**config.mk**
```make
export PLATFORM = sky130hd
export DESIGN_NAME = obd_pid_response_parser
export DESIGN_NICKNAME = d
export VERILOG_FILES = /design/src/rtl/core/obdp_pkg.sv /design/src/rtl/core/obd_pid_response_parser.sv /design/src/rtl/core/obdp_front.sv /design/src/rtl/core/obdp_fifo.sv /design/src/rtl/core/obdp_back.sv
export SDC_FILE = /design/constraint.sdc
export NUM_CORES = 1
export LEC_CHECK = 0
export BUFFER_PORTS_ARGS = -buffer_cell sky130_fd_sc_hd__clkbuf_2
export CORE_MARGIN = 2
export CORE_UTILIZATION = 45
export DETAILED_ROUTE_END_ITERATION = 6
export PLACE_DENSITY = 0.69
export SLEW_MARGIN = 20
export SYNTH_ARGS = -nofsm -noshare
export SYNTH_HDL_FRONTEND = slang
export SYNTH_SLANG_ARGS = --single-unit
```
**constraint.sdc**
```tcl
create_clock -name clk -period 14.85 [get_ports clk]
set_input_delay 0 -clock clk [delete_from_list [all_inputs] [get_ports clk]]
set_output_delay 0 -clock clk [all_outputs]
set_load 0.05 [all_outputs]
```
**src/rtl/core/obdp_pkg.sv**
```systemverilog
package obdp_pkg;

	// Kinds of queued item passed from the front to the back
	localparam logic [1:0] KIND_CHAR  = 2'd0;
	localparam logic [1:0] KIND_CLOSE = 2'd1;
	localparam logic [1:0] KIND_ABORT = 2'd2;

	// Result status codes
	localparam logic [1:0] STATUS_OK         = 2'd0;
	localparam logic [1:0] STATUS_RESP_ERROR = 2'd1;
	localparam logic [1:0] STATUS_PARSE_FAIL = 2'd2;
	localparam logic [1:0] STATUS_POLL_FAIL  = 2'd3;

	// Characters of interest
	localparam logic [7:0] CHAR_NUL      = 8'h00;
	localparam logic [7:0] CHAR_TAB      = 8'h09;
	localparam logic [7:0] CHAR_LF       = 8'h0A;
	localparam logic [7:0] CHAR_CR       = 8'h0D;
	localparam logic [7:0] CHAR_SPACE    = 8'h20;
	localparam logic [7:0] CHAR_COLON    = 8'h3A;
	localparam logic [7:0] CHAR_PROMPT   = 8'h3E;
	localparam logic [7:0] CHAR_QUESTION = 8'h3F;
	localparam logic [7:0] CHAR_LOWER_A  = 8'h61;
	localparam logic [7:0] CHAR_LOWER_Z  = 8'h7A;
	localparam logic [7:0] CASE_OFFSET   = 8'h20;

	// Schedule
	localparam int unsigned SLOT_COUNT = 5;
	localparam logic [2:0] SLOT_RPM      = 3'd0;
	localparam logic [2:0] SLOT_SPEED    = 3'd1;
	localparam logic [2:0] SLOT_COOLANT  = 3'd2;
	localparam logic [2:0] SLOT_THROTTLE = 3'd3;
	localparam logic [2:0] SLOT_FUEL     = 3'd4;
	localparam logic [2:0] SLOT_LAST     = 3'(SLOT_COUNT - 1);

	localparam logic [7:0] PID_RPM      = 8'h0C;
	localparam logic [7:0] PID_SPEED    = 8'h0D;
	localparam logic [7:0] PID_COOLANT  = 8'h05;
	localparam logic [7:0] PID_THROTTLE = 8'h11;
	localparam logic [7:0] PID_FUEL     = 8'h2F;

	localparam logic [2:0] PREFIX_LEN  = 3'd4;
	localparam logic [2:0] DIGITS_BAD  = 3'd7;
	localparam logic [2:0] DIGITS_WIDE = 3'd4;
	localparam logic [2:0] DIGITS_BYTE = 3'd2;

	// Failure words, right aligned in a common width
	localparam int unsigned WORD_CHARS = 15;
	localparam int unsigned WORD_BITS  = 8 * WORD_CHARS;
	localparam logic [WORD_BITS-1:0] WORD_NODATA = "NODATA";
	localparam logic [WORD_BITS-1:0] WORD_ERROR  = "ERROR";
	localparam logic [WORD_BITS-1:0] WORD_UNABLE = "UNABLETOCONNECT";
	localparam logic [3:0] LEN_NODATA = 4'd6;
	localparam logic [3:0] LEN_ERROR  = 4'd5;
	localparam logic [3:0] LEN_UNABLE = 4'd15;

	localparam logic [8:0] COOLANT_OFFSET = 9'd40;
	localparam logic [7:0] PCT_SCALE      = 8'd100;

	localparam int unsigned QUEUE_DEPTH = 4;
	localparam int unsigned QUEUE_AW    = $clog2(QUEUE_DEPTH);

	typedef struct packed {
		logic [1:0] kind;
		logic [7:0] ch;
	} obdp_item_t;

	// Character p of a right-aligned word of length len
	function automatic logic [7:0] word_char(input logic [WORD_BITS-1:0] word,
			input logic [3:0] len, input logic [3:0] p);
		logic [6:0] base;
		begin
			base = 7'({3'd0, len - 4'd1 - p} << 3);
			word_char = (p < len) ? word[base +: 8] : CHAR_NUL;
		end
	endfunction

	// Streaming match step; every word here has a first character that
	// never recurs, so a mismatch falls back to one or zero.
	function automatic logic [3:0] word_step(input logic [3:0] p, input logic [7:0] ch,
			input logic [7:0] want, input logic [7:0] first);
		begin
			if (ch == want)
				word_step = p + 4'd1;
			else if (ch == first)
				word_step = 4'd1;
			else
				word_step = 4'd0;
		end
	endfunction

	function automatic logic [7:0] slot_pid(input logic [2:0] slot);
		begin
			case (slot)
				SLOT_RPM:      slot_pid = PID_RPM;
				SLOT_SPEED:    slot_pid = PID_SPEED;
				SLOT_COOLANT:  slot_pid = PID_COOLANT;
				SLOT_THROTTLE: slot_pid = PID_THROTTLE;
				default:       slot_pid = PID_FUEL;
			endcase
		end
	endfunction

	// Character p of the "41"+PID prefix, as upper-case hex
	function automatic logic [7:0] prefix_char(input logic [2:0] slot, input logic [2:0] p);
		logic [31:0] word;
		begin
			case (slot)
				SLOT_RPM:      word = "410C";
				SLOT_SPEED:    word = "410D";
				SLOT_COOLANT:  word = "4105";
				SLOT_THROTTLE: word = "4111";
				default:       word = "412F";
			endcase
			case (p)
				3'd0:    prefix_char = word[31:24];
				3'd1:    prefix_char = word[23:16];
				3'd2:    prefix_char = word[15:8];
				3'd3:    prefix_char = word[7:0];
				default: prefix_char = CHAR_NUL;
			endcase
		end
	endfunction

	function automatic logic [2:0] slot_digits(input logic [2:0] slot);
		begin
			slot_digits = (slot == SLOT_RPM) ? DIGITS_WIDE : DIGITS_BYTE;
		end
	endfunction

	// Hex digit value; bit 4 flags a valid digit
	function automatic logic [4:0] hex_digit(input logic [7:0] ch);
		begin
			if (ch >= "0" && ch <= "9")
				hex_digit = {1'b1, 4'(ch - 8'h30)};
			else if (ch >= "A" && ch <= "F")
				hex_digit = {1'b1, 4'(ch - 8'h37)};
			else
				hex_digit = 5'd0;
		end
	endfunction

	// a*100/255 truncated: reciprocal form (x + (x>>8) + 1) >> 8, exact for x < 2^16 - 1
	function automatic logic [6:0] pct_of_byte(input logic [7:0] a);
		logic [14:0] x;
		logic [15:0] t;
		begin
			x = 15'(a) * 15'(PCT_SCALE);
			t = 16'(x) + 16'(x >> 8) + 16'd1;
			pct_of_byte = 7'(t >> 8);
		end
	endfunction

endpackage

```
**src/rtl/core/obd_pid_response_parser.sv**
```systemverilog
// OBD-II PID reply parser. Feed the adapter's ASCII reply one byte per item
// (cmd 0) and close it with the '>' prompt byte; each close gives one result
// for the PID currently due in the round-robin schedule (rpm, speed, coolant,
// throttle, fuel), then moves the schedule on. An abort item (cmd 1) stands
// for a timed-out poll: it reports poll fail, drops the link flag and keeps
// the schedule where it is. Every result carries the whole held sample, so
// the consumer may publish it when has_update is set. Only the first
// RESPONSE_BUFFER_BYTES-1 bytes of a reply are examined, and a NUL byte ends
// the text early. Rate: one byte per clock while in_stall is low, also from
// a closing byte into the next reply. out_valid is registered and rises as
// the back pops the closing item. The four-entry queue from the byte classifier
// to the matcher absorbs short stalls on the result side, then in_stall rises.
module obd_pid_response_parser import obdp_pkg::*; #(
	parameter int unsigned RESPONSE_BUFFER_BYTES = 256
) (
	input  logic              clk,
	input  logic              arst_n,
	input  logic              in_valid,
	output logic              in_stall,
	input  logic              cmd,
	input  logic [7:0]        data_byte,
	output logic              out_valid,
	input  logic              out_stall,
	output logic [1:0]        status,
	output logic [7:0]        pid_code,
	output logic              has_update,
	output logic              link_up,
	output logic [13:0]       engine_rpm,
	output logic [7:0]        vehicle_speed,
	output logic signed [8:0] coolant_celsius,
	output logic [6:0]        throttle_pct,
	output logic [6:0]        fuel_level_pct
);

	logic       q_full, q_not_empty, q_push, q_pop;
	obdp_item_t q_push_item, q_head;

	// Hold off the sender only while the queue is full
	assign in_stall = q_full;

	// Front: count text bytes, drop separators, uppercase, flag closes/aborts
	obdp_front #(
		.RESPONSE_BUFFER_BYTES(RESPONSE_BUFFER_BYTES)
	) u_front (
		.clk       (clk),
		.arst_n    (arst_n),
		.in_valid  (in_valid),
		.cmd       (cmd),
		.data_byte (data_byte),
		.full      (q_full),
		.push      (q_push),
		.push_item (q_push_item)
	);

	// Queue of classified items between the two halves
	obdp_fifo u_fifo (
		.clk       (clk),
		.arst_n    (arst_n),
		.push      (q_push),
		.push_item (q_push_item),
		.pop       (q_pop),
		.full      (q_full),
		.not_empty (q_not_empty),
		.head      (q_head)
	);

	// Back: word and prefix matchers, digit capture, held sample, result register
	obdp_back u_back (
		.clk             (clk),
		.arst_n          (arst_n),
		.not_empty       (q_not_empty),
		.head            (q_head),
		.pop             (q_pop),
		.out_valid       (out_valid),
		.out_stall       (out_stall),
		.status          (status),
		.pid_code        (pid_code),
		.has_update      (has_update),
		.link_up         (link_up),
		.engine_rpm      (engine_rpm),
		.vehicle_speed   (vehicle_speed),
		.coolant_celsius (coolant_celsius),
		.throttle_pct    (throttle_pct),
		.fuel_level_pct  (fuel_level_pct)
	);

	// An update is flagged exactly for ok and poll-fail results
	assert property (@(posedge clk) disable iff (!arst_n)
		out_valid |-> (has_update == (status == STATUS_OK || status == STATUS_POLL_FAIL)))
		else $error("has_update disagrees with status");

	// A poll fail always reports the link as down; any other non-error result as up
	assert property (@(posedge clk) disable iff (!arst_n)
		out_valid && (status == STATUS_POLL_FAIL) |-> !link_up)
		else $error("link flag set on poll fail");

	assert property (@(posedge clk) disable iff (!arst_n)
		out_valid && (status == STATUS_OK || status == STATUS_PARSE_FAIL) |-> link_up)
		else $error("link flag clear on completed reply");

	// Results only ever name a scheduled PID
	assert property (@(posedge clk) disable iff (!arst_n)
		out_valid |-> (pid_code == PID_RPM || pid_code == PID_SPEED ||
			pid_code == PID_COOLANT || pid_code == PID_THROTTLE || pid_code == PID_FUEL))
		else $error("unscheduled PID in result");

	// Percentages and coolant stay within their physical ranges
	assert property (@(posedge clk) disable iff (!arst_n)
		out_valid |-> (throttle_pct <= 7'd100 && fuel_level_pct <= 7'd100 &&
			coolant_celsius >= -9'sd40))
		else $error("sample out of range");

endmodule

```
**src/rtl/core/obdp_front.sv**
```systemverilog
module obdp_front import obdp_pkg::*; #(
	parameter int unsigned RESPONSE_BUFFER_BYTES = 256
) (
	input  logic       clk,
	input  logic       arst_n,
	input  logic       in_valid,
	input  logic       cmd,
	input  logic [7:0] data_byte,
	input  logic       full,
	output logic       push,
	output obdp_item_t push_item
);

	localparam int unsigned CW = $clog2(RESPONSE_BUFFER_BYTES);
	localparam logic [CW-1:0] TEXT_LIMIT = CW'(RESPONSE_BUFFER_BYTES - 1);

	logic [CW-1:0] count_q, count_d;
	logic          ended_q, ended_d;
	logic          accept;

	assign accept = in_valid && !full;

	always_comb begin
		count_d        = count_q;
		ended_d        = ended_q;
		push           = 1'b0;
		push_item.kind = KIND_CHAR;
		push_item.ch   = data_byte;
		if (accept) begin
			if (cmd) begin
				push           = 1'b1;
				push_item.kind = KIND_ABORT;
				count_d        = '0;
				ended_d        = 1'b0;
			end else if (data_byte == CHAR_PROMPT) begin
				push           = 1'b1;
				push_item.kind = KIND_CLOSE;
				count_d        = '0;
				ended_d        = 1'b0;
			end else if (!ended_q && count_q < TEXT_LIMIT) begin
				count_d = count_q + 1'b1;
				if (data_byte == CHAR_NUL) begin
					ended_d = 1'b1;
				end else if (!(data_byte inside {CHAR_CR, CHAR_LF, CHAR_SPACE,
						CHAR_TAB, CHAR_COLON})) begin
					push = 1'b1;
					if (data_byte inside {[CHAR_LOWER_A:CHAR_LOWER_Z]})
						push_item.ch = data_byte - CASE_OFFSET;
				end
			end
		end
	end

	always_ff @(posedge clk or negedge arst_n) begin
		if (!arst_n) begin
			count_q <= '0;
			ended_q <= 1'b0;
		end else begin
			count_q <= count_d;
			ended_q <= ended_d;
		end
	end

endmodule

```
**src/rtl/core/obdp_fifo.sv**
```systemverilog
module obdp_fifo import obdp_pkg::*; (
	input  logic       clk,
	input  logic       arst_n,
	input  logic       push,
	input  obdp_item_t push_item,
	input  logic       pop,
	output logic       full,
	output logic       not_empty,
	output obdp_item_t head
);

	obdp_item_t          mem [QUEUE_DEPTH];
	logic [QUEUE_AW-1:0] wr_ptr_q, rd_ptr_q;
	logic [QUEUE_AW:0]   count_q;

	assign full      = (count_q == (QUEUE_AW+1)'(QUEUE_DEPTH));
	assign not_empty = (count_q != '0);
	assign head      = mem[rd_ptr_q];

	always_ff @(posedge clk) begin
		if (push)
			mem[wr_ptr_q] <= push_item;
	end

	always_ff @(posedge clk or negedge arst_n) begin
		if (!arst_n) begin
			wr_ptr_q <= '0;
			rd_ptr_q <= '0;
			count_q  <= '0;
		end else begin
			if (push)
				wr_ptr_q <= wr_ptr_q + 1'b1;
			if (pop)
				rd_ptr_q <= rd_ptr_q + 1'b1;
			case ({push, pop})
				2'b10:   count_q <= count_q + 1'b1;
				2'b01:   count_q <= count_q - 1'b1;
				default: count_q <= count_q;
			endcase
		end
	end

endmodule

```
**src/rtl/core/obdp_back.sv**
```systemverilog
module obdp_back import obdp_pkg::*; (
	input  logic              clk,
	input  logic              arst_n,
	input  logic              not_empty,
	input  obdp_item_t        head,
	output logic              pop,
	output logic              out_valid,
	input  logic              out_stall,
	output logic [1:0]        status,
	output logic [7:0]        pid_code,
	output logic              has_update,
	output logic              link_up,
	output logic [13:0]       engine_rpm,
	output logic [7:0]        vehicle_speed,
	output logic signed [8:0] coolant_celsius,
	output logic [6:0]        throttle_pct,
	output logic [6:0]        fuel_level_pct
);

	logic [2:0]  slot_q, slot_d;
	logic [2:0]  prefix_q, prefix_d;
	logic [15:0] digits_buf_q, digits_buf_d;
	logic [2:0]  taken_q, taken_d;
	logic [2:0]  nodata_q, nodata_d;
	logic [2:0]  error_q, error_d;
	logic [3:0]  unable_q, unable_d;
	logic        fail_q, fail_d;
	logic [13:0] rpm_q, rpm_d;
	logic [7:0]  speed_q, speed_d;
	logic [8:0]  coolant_q, coolant_d;
	logic [6:0]  throttle_q, throttle_d;
	logic [6:0]  fuel_q, fuel_d;
	logic        link_q, link_d;
	logic        out_valid_q;
	logic        res_fire, res_upd;
	logic [1:0]  res_status;
	logic [7:0]  ch, abyte;
	logic [4:0]  hex;
	logic [2:0]  need;

	// Take from the queue only when the output slot can hold a result
	assign pop       = not_empty && (!out_valid_q || !out_stall);
	assign out_valid = out_valid_q;
	assign ch        = head.ch;
	assign hex       = hex_digit(ch);
	assign need      = slot_digits(slot_q);
	assign abyte     = (slot_q == SLOT_RPM) ? digits_buf_q[15:8] : digits_buf_q[7:0];

	always_comb begin
		slot_d       = slot_q;
		prefix_d     = prefix_q;
		digits_buf_d = digits_buf_q;
		taken_d      = taken_q;
		nodata_d     = nodata_q;
		error_d      = error_q;
		unable_d     = unable_q;
		fail_d       = fail_q;
		rpm_d        = rpm_q;
		speed_d      = speed_q;
		coolant_d    = coolant_q;
		throttle_d   = throttle_q;
		fuel_d       = fuel_q;
		link_d       = link_q;
		res_fire     = 1'b0;
		res_upd      = 1'b0;
		res_status   = STATUS_OK;
		if (pop) begin
			case (head.kind)
				KIND_CHAR: begin
					if (ch == CHAR_QUESTION)
						fail_d = 1'b1;
					nodata_d = 3'(word_step(4'(nodata_q), ch,
						word_char(WORD_NODATA, LEN_NODATA, 4'(nodata_q)),
						word_char(WORD_NODATA, LEN_NODATA, 4'd0)));
					error_d = 3'(word_step(4'(error_q), ch,
						word_char(WORD_ERROR, LEN_ERROR, 4'(error_q)),
						word_char(WORD_ERROR, LEN_ERROR, 4'd0)));
					unable_d = word_step(unable_q, ch,
						word_char(WORD_UNABLE, LEN_UNABLE, unable_q),
						word_char(WORD_UNABLE, LEN_UNABLE, 4'd0));
					if (4'(nodata_d) == LEN_NODATA || 4'(error_d) == LEN_ERROR ||
							unable_d == LEN_UNABLE) begin
						fail_d   = 1'b1;
						nodata_d = '0;
						error_d  = '0;
						unable_d = '0;
					end
					if (prefix_q < PREFIX_LEN) begin
						prefix_d = 3'(word_step(4'(prefix_q), ch,
							prefix_char(slot_q, prefix_q), prefix_char(slot_q, 3'd0)));
						if (prefix_d == PREFIX_LEN) begin
							taken_d      = '0;
							digits_buf_d = '0;
						end
					end else if (taken_q < need) begin
						if (!hex[4]) begin
							taken_d = DIGITS_BAD;
						end else begin
							digits_buf_d = {digits_buf_q[11:0], hex[3:0]};
							taken_d      = taken_q + 3'd1;
						end
					end
				end
				KIND_CLOSE: begin
					res_fire = 1'b1;
					slot_d   = (slot_q == SLOT_LAST) ? 3'd0 : slot_q + 3'd1;
					if (fail_q) begin
						res_status = STATUS_RESP_ERROR;
					end else begin
						link_d = 1'b1;
						if (prefix_q == PREFIX_LEN && taken_q == need) begin
							res_status = STATUS_OK;
							res_upd    = 1'b1;
							case (slot_q)
								SLOT_RPM:      rpm_d      = digits_buf_q[15:2];
								SLOT_SPEED:    speed_d    = abyte;
								SLOT_COOLANT:  coolant_d  = {1'b0, abyte} - COOLANT_OFFSET;
								SLOT_THROTTLE: throttle_d = pct_of_byte(abyte);
								default:       fuel_d     = pct_of_byte(abyte);
							endcase
						end else begin
							res_status = STATUS_PARSE_FAIL;
						end
					end
				end
				default: begin
					res_fire   = 1'b1;
					res_upd    = 1'b1;
					res_status = STATUS_POLL_FAIL;
					link_d     = 1'b0;
				end
			endcase
			if (res_fire) begin
				prefix_d     = '0;
				digits_buf_d = '0;
				taken_d      = '0;
				nodata_d     = '0;
				error_d      = '0;
				unable_d     = '0;
				fail_d       = 1'b0;
			end
		end
	end

	always_ff @(posedge clk or negedge arst_n) begin
		if (!arst_n) begin
			slot_q       <= '0;
			prefix_q     <= '0;
			digits_buf_q <= '0;
			taken_q      <= '0;
			nodata_q     <= '0;
			error_q      <= '0;
			unable_q     <= '0;
			fail_q       <= 1'b0;
			rpm_q        <= '0;
			speed_q      <= '0;
			coolant_q    <= '0;
			throttle_q   <= '0;
			fuel_q       <= '0;
			link_q       <= 1'b0;
			out_valid_q  <= 1'b0;
		end else begin
			slot_q       <= slot_d;
			prefix_q     <= prefix_d;
			digits_buf_q <= digits_buf_d;
			taken_q      <= taken_d;
			nodata_q     <= nodata_d;
			error_q      <= error_d;
			unable_q     <= unable_d;
			fail_q       <= fail_d;
			rpm_q        <= rpm_d;
			speed_q      <= speed_d;
			coolant_q    <= coolant_d;
			throttle_q   <= throttle_d;
			fuel_q       <= fuel_d;
			link_q       <= link_d;
			if (res_fire)
				out_valid_q <= 1'b1;
			else if (!out_stall)
				out_valid_q <= 1'b0;
		end
	end

	// Result register: a snapshot of the sample as it stands after the item
	always_ff @(posedge clk) begin
		if (res_fire) begin
			status          <= res_status;
			pid_code        <= slot_pid(slot_q);
			has_update      <= res_upd;
			link_up         <= link_d;
			engine_rpm      <= rpm_d;
			vehicle_speed   <= speed_d;
			coolant_celsius <= coolant_d;
			throttle_pct    <= throttle_d;
			fuel_level_pct  <= fuel_d;
		end
	end

endmodule
```
After elaboration in Yosys (flattened, before gate mapping)
Memories as Yosys holds them, arrays and structs flattened.
Index checks and enable logic that the tools add are counted.
- register bits after elaboration: 156
- RAM bits: 40
- bits of input ports: 13
- word-level logic and storage cells: 263
- memories kept: 1
- $add $sub $neg: 20
- multiply operators: 1
- $lt $le $gt $ge: 12
- eq/ne operators: 34
- shifts and indexed selects: 3
- muxes and demuxes: 126
- reduce and logical (&&, ||, !) cells: 37
- memory list (memory ; depth ; width ; read ports ; clocked after memory_dff ; wr ports ; line ; source):
    u_fifo.mem ; 4 ; 10 ; 1 ; 0 ; 1 ; obdp_fifo.sv:12 ; obdp_item_t mem [QUEUE_DEPTH];
- operators with widths (kind ; count):
    $shiftx 120x8->8 const A ; 3
    $mux 8 ; 24
    $mux 16 ; 6
    $mux 3 ; 27
    $mux 14 ; 5
    $mux 7 ; 10
    $mux 9 ; 5
    $eq 8x8->1 ; 5
    $pmux 10 s4 ; 1
    $eq 8x6->1 const B ; 4
    $pmux 8 s4 ; 1
    $mux 1 ; 30
    $eq 8x4->1 const B ; 3
    $eq 8x7->1 const B ; 3
    $mux 4 ; 6
    $pmux 6 s4 ; 1
    $add 3x1->3 const B ; 6
    $eq 3x3->1 const B ; 6
    $reduce_bool 3->1 ; 6
    $ge 8x7->1 const B ; 2
    $le 8x7->1 const B ; 2
    $add 15x1->15 const B ; 1
    $add 15x7->15 ; 1
    $mul 8x5->13 const B ; 1
    other kinds (43) ; 74

Longest topological paths before layout
Gate-level depths: netlist of the first run.
- depth after elaboration: 16
- gate-level depth with buffers: 25
- gate-level depth less buffers: 24

Hierarchy
From an unflattened synthesis of the first run, not the netlist that was laid out.
- cells, all modules: 843
- area, all modules: 10148.5 um^2
- by module, submodules not included (module ; times used ; cells an instance ; area each (um^2)):
    obdp_back ; 1 ; 672 ; 7495.9
    obdp_fifo ; 1 ; 88 ; 1846.8
    obdp_front ; 1 ; 83 ; 805.8

Worst setup path after synthesis of the first run
Ideal clock, no wire load.
- kind: flip-flop to flip-flop
- start point: reg u_back.slot_q[0]
- end point: reg u_back.throttle_pct[6], data pin
- library setup time: 0.187 ns
- arrival: 5.357 ns
- data required time: 14.663 ns
- path slack: 9.306 ns
- cell stages (with the launch flop): 24
- path buffers: 1
- path through: dfrtp_1 -> inv_1 -> ha_1 -> nor2b_1 -> buf_4 -> inv_2 -> mux2i_1 -> inv_1 -> ha_1 -> ha_1 -> fa_1 -> ha_1 -> nor2b_1 -> o31a_1 -> o21ai_0 -> nor2b_1 -> o21ai_0 -> xnor2_1 -> ha_1 -> a21o_1 -> a311oi_2 -> nor3_2 -> and3_1 -> o31ai_1
- cells in the longest elaborated chain, start to end: 10
- RTL lines (what ; line ; source):
    from (decl) ; obdp_back.sv:20 ; logic [2:0] slot_q, slot_d;
    from (signal assigned) ; obdp_back.sv:163 ; slot_q <= slot_d;
    $logic_not 3->1 ; obdp_pkg.sv:127, obdp_back.sv:47 ;
    $mux 8 ; obdp_back.sv:47 ; assign abyte = (slot_q == SLOT_RPM) ? digits_buf_q[15:8] : digits_buf_q[7:0];
    $mul 8x5->13 ; obdp_pkg.sv:148 ; x = 15'(a) * 15'(PCT_SCALE);
    $add 15x7->15 ; obdp_pkg.sv:149 ; t = 16'(x) + 16'(x >> 8) + 16'd1;
    $add 15x1->15 ; obdp_pkg.sv:149 ;
    $mux 7 ; obdp_back.sv:114 ; case (slot_q)
    $mux 7 (*) ; obdp_back.sv:111 ; if (prefix_q == PREFIX_LEN && taken_q == need) begin
    $mux 7 (*) ; obdp_back.sv:107 ; if (fail_q) begin
    $mux 7 (*) ; obdp_back.sv:68 ; case (head.kind)
    $mux 7 (*) ; obdp_back.sv:67 ; if (pop) begin
    net u_back.throttle_d[6] ; obdp_back.sv:31 ; logic [6:0] throttle_q, throttle_d;
    to (signal assigned) ; obdp_back.sv:194 ; throttle_pct <= throttle_d;
    to (decl) ; obdp_back.sv:16 ; output logic [6:0] throttle_pct,
The timed path passes the listed nets; every way through them passes the cells marked *.
A chain may end at the register's enable or synchronous reset.

Worst setup path after layout of the first run
- start point: reg u_back.slot_q[0]
- end point: reg u_back.fuel_level_pct[6], data pin
- cells in the longest elaborated chain, start to end: 10
- RTL lines (what ; line ; source):
    $logic_not 3->1 ; obdp_pkg.sv:127, obdp_back.sv:47, obdp_back.sv:114 ;
    $mux 8 ; obdp_back.sv:47 ;
    $mul 8x5->13 ; obdp_pkg.sv:148 ;
    $add 15x7->15 ; obdp_pkg.sv:149 ;
    $add 15x1->15 ; obdp_pkg.sv:149 ;
    $mux 7 ; obdp_back.sv:114 ;
    $mux 7 (*) ; obdp_back.sv:111 ;
    $mux 7 (*) ; obdp_back.sv:107 ;
    $mux 7 (*) ; obdp_back.sv:68 ;
    $mux 7 (*) ; obdp_back.sv:67 ;
    net u_back.fuel_d[6] ; obdp_back.sv:32 ; logic [6:0] fuel_q, fuel_d;
    to (signal assigned) ; obdp_back.sv:195 ; fuel_level_pct <= fuel_d;
    to (decl) ; obdp_back.sv:17 ; output logic [6:0] fuel_level_pct
Marks and branches as above.

==> results.md, run 1 <==
* Status: completed
* Syn. warnings at 0
* Worst vdd ir at 0.120 mV
* Post-DRT Antenna Nets at 0
* Max-cap viol count at 0
* CP required at 15.10 ns
* Final Max Slew Viols at 0
* Die Wd at 155 um
* Crit Path Max Fanout at 9
* Leading area contributor after synthesis: edfxtp_1
* Leak pwr at 5.16 nW
* TritonCTS clock tree: done
* Clock buffer depth at 2
* Critical path capture point type: flop
* Largest net degree at the start of global routing at 70
* Grt ovf at 0
* H-tree levels at 4
* Clock latency on the worst-skew pair at 0.45 ns
* Crit Path Category: flop to flop
* Final WL at 20.1 mm
* First-pass GRT wire length at 33.9 mm
* FF+latch count, synth at 193
* DPL Wire Length at 14.3 mm
* Clock sink count at 193
* Actual slew at the worst max-slew pin at 0.970 ns
* Most used DFF post-synth: dfrtp_1
* CTS Root Cell: clkbuf_16
* Synth unique cells at 85
* # DRC at 0
* Clk_skew at 0.0121 ns
* Layout cells sized above 1 at 15.9%
* CTS clk-pin slew, worst paths at 0.08 ns
* Post-synth ARST share at 51.3%
* Post-synth top area share at 27.4%
* Area growth syn-to-layout at 12.5%
* Total power at 2.10 mW
* Startpoint types: flop
* Fillcell total at 1971
* Initial antenna violation count at 0
* Port Buf Inserts at 69
* Drt first pass iters at 5
* TNS Setup at 0 ns
* # Post-CTS Setup Buffers at 0
* Vias per std cell at 5.46
* Synth top area cells: edfxtp_1, dfrtp_1, ha_1, xnor2_1, inv_1
* Syn avg cell area at 11.8 um^2
* CTS buffer count at 17
* Final hold viol count at 0
* DR iter-0 viols at 391
* Average wire per standard cell at 16.1 um
* Antenna diodes at 0
* Critical Path AT at 7.04 ns
* # IOs at 72
* Seq/Total Area, Yosys at 51.5%
* Mapped Cells at 876
* Dpl cells at 1203
* Final GP Congestion at 0.840
* Vias in the first global route at 6621
* F_max at 147 MHz
* Minimum clock period at 6.79 ns
* Mapped Area at 10300 um^2
* Hold Crit Class: input pin to flop
* PwrDens at 181 nW/um^2
* Total core area at 22600 um^2
* Nets at 1044
* Via Count at 6802
* Layout Cells excl Fill at 1246
* Row cnt at 55
* WHS at 0.0226 ns
* Worst rel slew slack at 35.1%
* Die area at 24100 um^2
* Post-synth EDFFs at 94
* Die Y at 155 um
* Final worst-path cycle share at 45.8%
* Setup violators final at 0
* Fin util at 51.4%
* Starting Density at 45.6%
* Tot GR Track Use at 17.6%
* RSZ-0062 raised after global routing: false
[path summary, 6_finish.rpt]
kind                                      start                       end  slack, ns  cells after the start
min                                data_byte[7]          u_fifo.mem[3][7]       0.02                      2
max                            u_back.slot_q[0]  u_back.fuel_level_pct[6]       8.06                     22
max reg2reg                    u_back.slot_q[0]  u_back.fuel_level_pct[6]       8.06                     22
max in group asynchronous                arst_n        u_back.nodata_q[1]      13.57                      3
min reg2reg                u_back.throttle_q[2]      u_back.throttle_q[2]       0.49                      2
min in group asynchronous                arst_n          u_back.fuel_q[3]       0.03                      2
[Yosys cell counts, drive strengths merged, types with 3 or more instances]
| library cell | number |
|---|---|
| nand3b | 5 |
| o21a | 3 |
| nor4 | 12 |
| o21bai | 3 |
| dfrtp | 99 |
| and2 | 12 |
| buf | 21 |
| a22oi | 5 |
| o31ai | 3 |
| edfxtp | 94 |
| a21oi | 39 |
| or2 | 4 |
| a211oi | 9 |
| ha | 79 |
| clkbuf | 9 |
| o21ai | 37 |
| nor3b | 5 |
| nand3 | 17 |
| a2bb2oi | 3 |
| a32oi | 7 |
| a22o | 17 |
| xor2 | 13 |
| and3 | 9 |
| xnor2 | 32 |
| mux2i | 14 |
| or3 | 4 |
| a21o | 7 |
| inv | 60 |
| o2bb2ai | 3 |
| fa | 4 |
| nor2b | 12 |
| mux2 | 19 |
| nand4 | 11 |
| nor2 | 58 |
| nand2 | 56 |
| nand2b | 12 |
| o211ai | 4 |
| o22ai | 7 |
| nor3 | 15 |
| mux4 | 10 |
| a31oi | 9 |
[worst max-delay path, stage by stage (launching register included)]
cell	delay, ns
dfrtp_1	0.42
inv_1	0.11
ha_1	0.26
nor2b_1	0.77
inv_2	0.24
mux2i_1	0.49
inv_1	0.10
ha_1	0.31
ha_1	0.32
fa_1	0.49
ha_1	0.36
nor2b_1	0.16
o31a_1	0.27
o21ai_0	0.24
nor2b_1	0.20
o21ai_0	0.12
xnor2_1	0.25
ha_1	0.29
a21o_1	0.21
a311oi_2	0.38
nor3_2	0.16
and3_1	0.19
o31ai_1	0.26
[metrics by stage]
step	setup WS, ns	area [um^2]
after floorplan	9.31	10300
after global placement	8.32	10800
after detailed placement	8.13	10800
after CTS	8.05	11600
after global routing	7.47	11600
final	8.06	11600
[logic make-up (layout without fill, tap and decap cells)]
logic type | Yosys count | in the layout | synth area share [%]
compound gates | 180 | 180 | 12.4
xor+xnor | 45 | 45 | 3.83
fa+ha+maj | 83 | 83 | 10.4
buf+inv | 90 | 174 | 4.03
flops | 193 | 193 | 51.5
mux | 43 | 43 | 5.70
other cells | 1 | 2 | 0.0364
simple gates | 241 | 241 | 12.2
[placed cells by master (no fill, tap or decap), types with 9 or more instances in the layout]
cell	netlist	routed
a21oi_1	39	39
mux2i_1	14	14
nand4_1	10	10
inv_1	59	59
mux2_2	19	19
nand2b_1	12	12
nor2b_1	12	12
edfxtp_1	94	94
a22o_1	17	17
clkbuf_2	0	68
xnor2_1	32	32
nor3_1	13	13
nand3_1	17	17
dfrtp_1	99	99
and2_1	11	11
clkbuf_16	0	17
dlygate4sd3_1	0	11
nor4_1	11	11
xor2_1	13	13
ha_1	79	79
o21ai_0	34	34
and3_1	9	9
nor2_1	58	56
nand2_1	55	55
[power breakdown]
part | leakage (nW) | total (mW) | internal, mW | switching [mW]
Clock | 0.307 | 0.482 | 0.237 | 0.245
Combinational | 2.60 | 0.833 | 0.213 | 0.621
Sequential | 2.25 | 0.782 | 0.722 | 0.0602
Total | 5.16 | 2.10 | 1.17 | 0.926
[what timing repair did]
| action | 4_1_cts | 5_1_grt |
|---|---|---|
| resized for setup | 0 | 0 |
| hold buffers | 11 | 0 |
| endpoints found under the hold margin | 61 | 0 |
[metal layers]
metal	track usage (%)	up-vias	part of all wire, %
li1	-	3352	-
met3	2.87	22	3.4
met4	5.72	0	1.5
met1	23.7	3288	47
met2	29.2	140	49
met5	0	-	0
[registers in the layout, indices dropped and copies added, names as in the netlist, 4 cells and up]
signal,cells
u_fifo.mem,40
u_back.digits_buf_q,16
u_back.engine_rpm,14
u_back.rpm_q,14
u_back.coolant_celsius,9
u_back.coolant_q,9
u_back.speed_q,8
u_back.vehicle_speed,8
u_front.count_q,8
u_back.fuel_level_pct,7
u_back.fuel_q,7
u_back.throttle_pct,7
u_back.throttle_q,7
u_back.pid_code,5
u_back.unable_q,4
[layout make-up]
cell class / count / area (um^2) / area share (%)
Clock buffer: 17 / 425 / 3.67
Sequential cell: 193 / 5300 / 45.7
Timing Repair Buffer: 82 / 473 / 4.08
Multi-Input combinational cell: 594 / 4600 / 39.7
Tap cell: 285 / 357 / 3.08
Clock inverter: 15 / 214 / 1.85
Inverter: 60 / 225 / 1.94
Power figures use the tool's default switching activity.
==> run 2: changes to the inputs <==
--- a/config.mk
+++ b/config.mk
@@ -5,6 +5,7 @@
 export SDC_FILE = /design/constraint.sdc
 export NUM_CORES = 1
 export LEC_CHECK = 0
+export ABC_AREA = 1
 export BUFFER_PORTS_ARGS = -buffer_cell sky130_fd_sc_hd__clkbuf_2
 export CORE_MARGIN = 2
 export CORE_UTILIZATION = 45
==> constraint.sdc (replaced) <==
create_clock -name clk -period 7.1 [get_ports clk]
set_input_delay 0 -clock clk [delete_from_list [all_inputs] [get_ports clk]]
set_output_delay 0 -clock clk [all_outputs]
set_load 0.05 [all_outputs]
==> run 2 against run 1 <==
Sequential cell count stayed put. Hold slack gained 0.027 ns. Register-to-register slack worse by 7.0 ns. Global-route usage is 1.4 points higher. Clock power up 93%. Non-clock buffer count rose by 6. Core utilization is 0.41 points higher. First-iteration DRC count grew 24%. Clock skew rose by 0.0047 ns.
==> results.md, run 2 <==
* Port Buf Inserts at 69
* Post-synth ARST share at 51.3%
* # IOs at 72
* Mapped Area at 10900 um^2
* TritonCTS clock tree: done
* F_max at 166 MHz
* Most frequent CP cell: nand2_1
* Vias per std cell at 5.03
* WHS at 0.0500 ns
* Top cells by count, synth: nand2_1, inv_1, dfrtp_1, edfxtp_1, nor2_1
* Switch share at 47.4%
* Commonest non-fill, non-tap cells in the layout: nand2_1, inv_1, dfrtp_1, edfxtp_1, nor2_1
* Crit Path Category: flop to flop
* Fillcell total at 2136
* Antenna diodes at 0
* Final worst-path cycle share at 84.8%
* P_sw at 2.22 mW
* DR iter-0 viols at 483
* Crit Path Max Fanout at 16
* Met2 usage at 32.9%
* Largest register FFs at 40
* Worst rel slew slack at 33.1%
* Leading area contributor after synthesis: edfxtp_1
* Crit-path max cell delay at 0.53 ns
* Starting Density at 46.0%
* Syn. warnings at 0
* PwrDens at 384 nW/um^2
* Top flop regs: u_fifo.mem x40, u_back.digits_buf_q x16
* Status: completed
* Post-synth EDFFs at 94
* CP required at 7.28 ns
* Final GP Congestion at 0.893
* Grt ovf at 0
* Logic pwr share at 46.1%
* # Post-CTS Setup Buffers at 0
* Most flop-heavy register: u_fifo.mem
* Setup violators final at 0
* Hold Crit Class: input pin to asynchronous set/reset pin
* Seq/Total Area, Yosys at 48.8%
* Drt first pass iters at 4
* # DRC at 0
* Most used DFF post-synth: dfrtp_1
* Final hold viol count at 0
* Critical path capture point type: flop
* Row cnt at 56
* Fin util at 51.8%
* CTS Root Cell: clkbuf_16
* Post-synth top area share at 26.0%
* Vias in the first global route at 8109
* Final instance area at 12200 um^2
* CTS clk-pin slew, worst paths at 0.08 ns
* Count leader, synth: nand2_1
* Layout cells sized above 1 at 13.3%
* FF+latch count, synth at 193
* Largest net degree at the start of global routing at 66
* Syn avg cell area at 8.87 um^2
* Worst R2R Setup Slack at 1.08 ns
* First-pass GRT wire length at 39.2 mm
* TNS Setup at 0 ns
* Via Count at 8271
* Internal power at 2.47 mW
* Clk pwr share at 19.8%
* Die Y at 159 um
* FF/Latch Area at 5300 um^2
* Busiest grt layer: met2
* Met1 usage at 24.5%
* DP Area at 11500 um^2
* Total core area at 23600 um^2
* Startpoint types: flop
* Actual slew at the worst max-slew pin at 0.994 ns
* Final Max Slew Viols at 0
* Critical Path AT at 6.20 ns
* Worst vdd ir at 0.212 mV
* Average wire per standard cell at 14.0 um
* Minimum clock period at 6.02 ns
* Seq pwr share at 34.1%
* Initial antenna violation count at 0
* Hold-fix buffers, CTS at 11
* Clock sink count at 193
* Slowest CP cell: fa_1
* RSZ-0062 raised after global routing: false
* CTS buffer count at 17
* Clock buffer depth at 2
* Post_cts resized at 0
* Max-cap viol count at 0
* Met3 GRT Util at 3.41%
* H-tree levels at 4
* Clock latency on the worst-skew pair at 0.44 ns
* Leak pwr at 6.30 nW
* Mapped Cells at 1224
* DPL Wire Length at 17.2 mm
* Area taken by multi-input logic gates at 4760 um^2
* Nets at 1407
* Commonest non-fill, non-tap cell in the layout: nand2_1
* Area growth syn-to-layout at 12.5%
* Tot GR Track Use at 19.0%
* Post-DRT Antenna Nets at 0
* Die area at 25400 um^2
* Die Wd at 159 um
* Clk_skew at 0.0168 ns
* Synth top area cells: edfxtp_1, dfrtp_1, nand2_1, ha_1, inv_1
* Final WL at 23.0 mm
* Synth unique cells at 49
[run 2: power by group through the flow]
| stage | logic (mW) | clock network (mW) | registers [mW] |
|---|---|---|---|
| 2_1_floorplan | 1.14 | 0 | 2.17 |
| 3_5_place_dp | 2.16 | 0 | 1.63 |
| 6_report | 2.16 | 0.929 | 1.60 |
| 3_3_place_gp | 2.13 | 0 | 1.62 |
| 4_1_cts | 2.17 | 0.948 | 1.60 |
| 5_1_grt | 2.38 | 0.988 | 1.63 |
[run 2: layout make-up]
type                       count  area share, %
sequential                   193           43.4
clock inverter                13           1.12
multi-input combinational    832           39.0
inverter                     179           5.50
tap                          319           3.27
clock buffer                  19           3.54
timing repair buffer          88           4.24
[run 2: layer usage]
metal | part of all wire, % | wire, um
met1 | 45 | 10500
met2 | 49 | 11200
met3 | 4.1 | 942
met4 | 1.7 | 382
met5 | 0 | 0
[run 2: worst paths after layout]
path	startpoint	to	depth (start not counted)
worst max-delay path	u_back.slot_q[0]	u_back.throttle_pct[1]	33
worst min-delay path	arst_n	u_back.coolant_q[6]	2
worst max register to register	u_back.slot_q[0]	u_back.throttle_pct[1]	33
worst min register to register	u_fifo.count_q[0]	u_fifo.count_q[0]	1
max in group asynchronous	arst_n	u_back.rpm_q[4]	3
min in group clk	in_valid	u_fifo.mem[2][8]	3
[run 2: logic make-up after synthesis]
logic type,count (synthesis),share of synthesized area (%)
muxes,13,1.20
buffers and inverters,200,7.44
DFF,193,48.8
adders and majority gates,83,9.84
AOI/OAI and AO/OA,127,6.46
and+or+nand+nor,587,24.6
other,1,0.0345
xor gates and xnor gates,20,1.61
[run 2: critical path: cells and delay by family (launching register included)]
kind | cells | cell delay (ns)
and+or+nand+nor | 14 | 1.48
DFF | 1 | 0.41
buffers and inverters | 8 | 0.86
adders and majority gates | 6 | 1.98
AOI/OAI and AO/OA | 5 | 1.04
[run 2: through the flow]
stage	cells	worst slack, ns	total power [mW]
6_report	1643	1.08	4.69
5_1_grt	1643	0.447	5.00
4_1_cts	1643	1.13	4.72
3_5_place_dp	1600	1.15	3.79
3_3_place_gp	1600	1.40	3.75
2_1_floorplan	1225	1.81	3.31
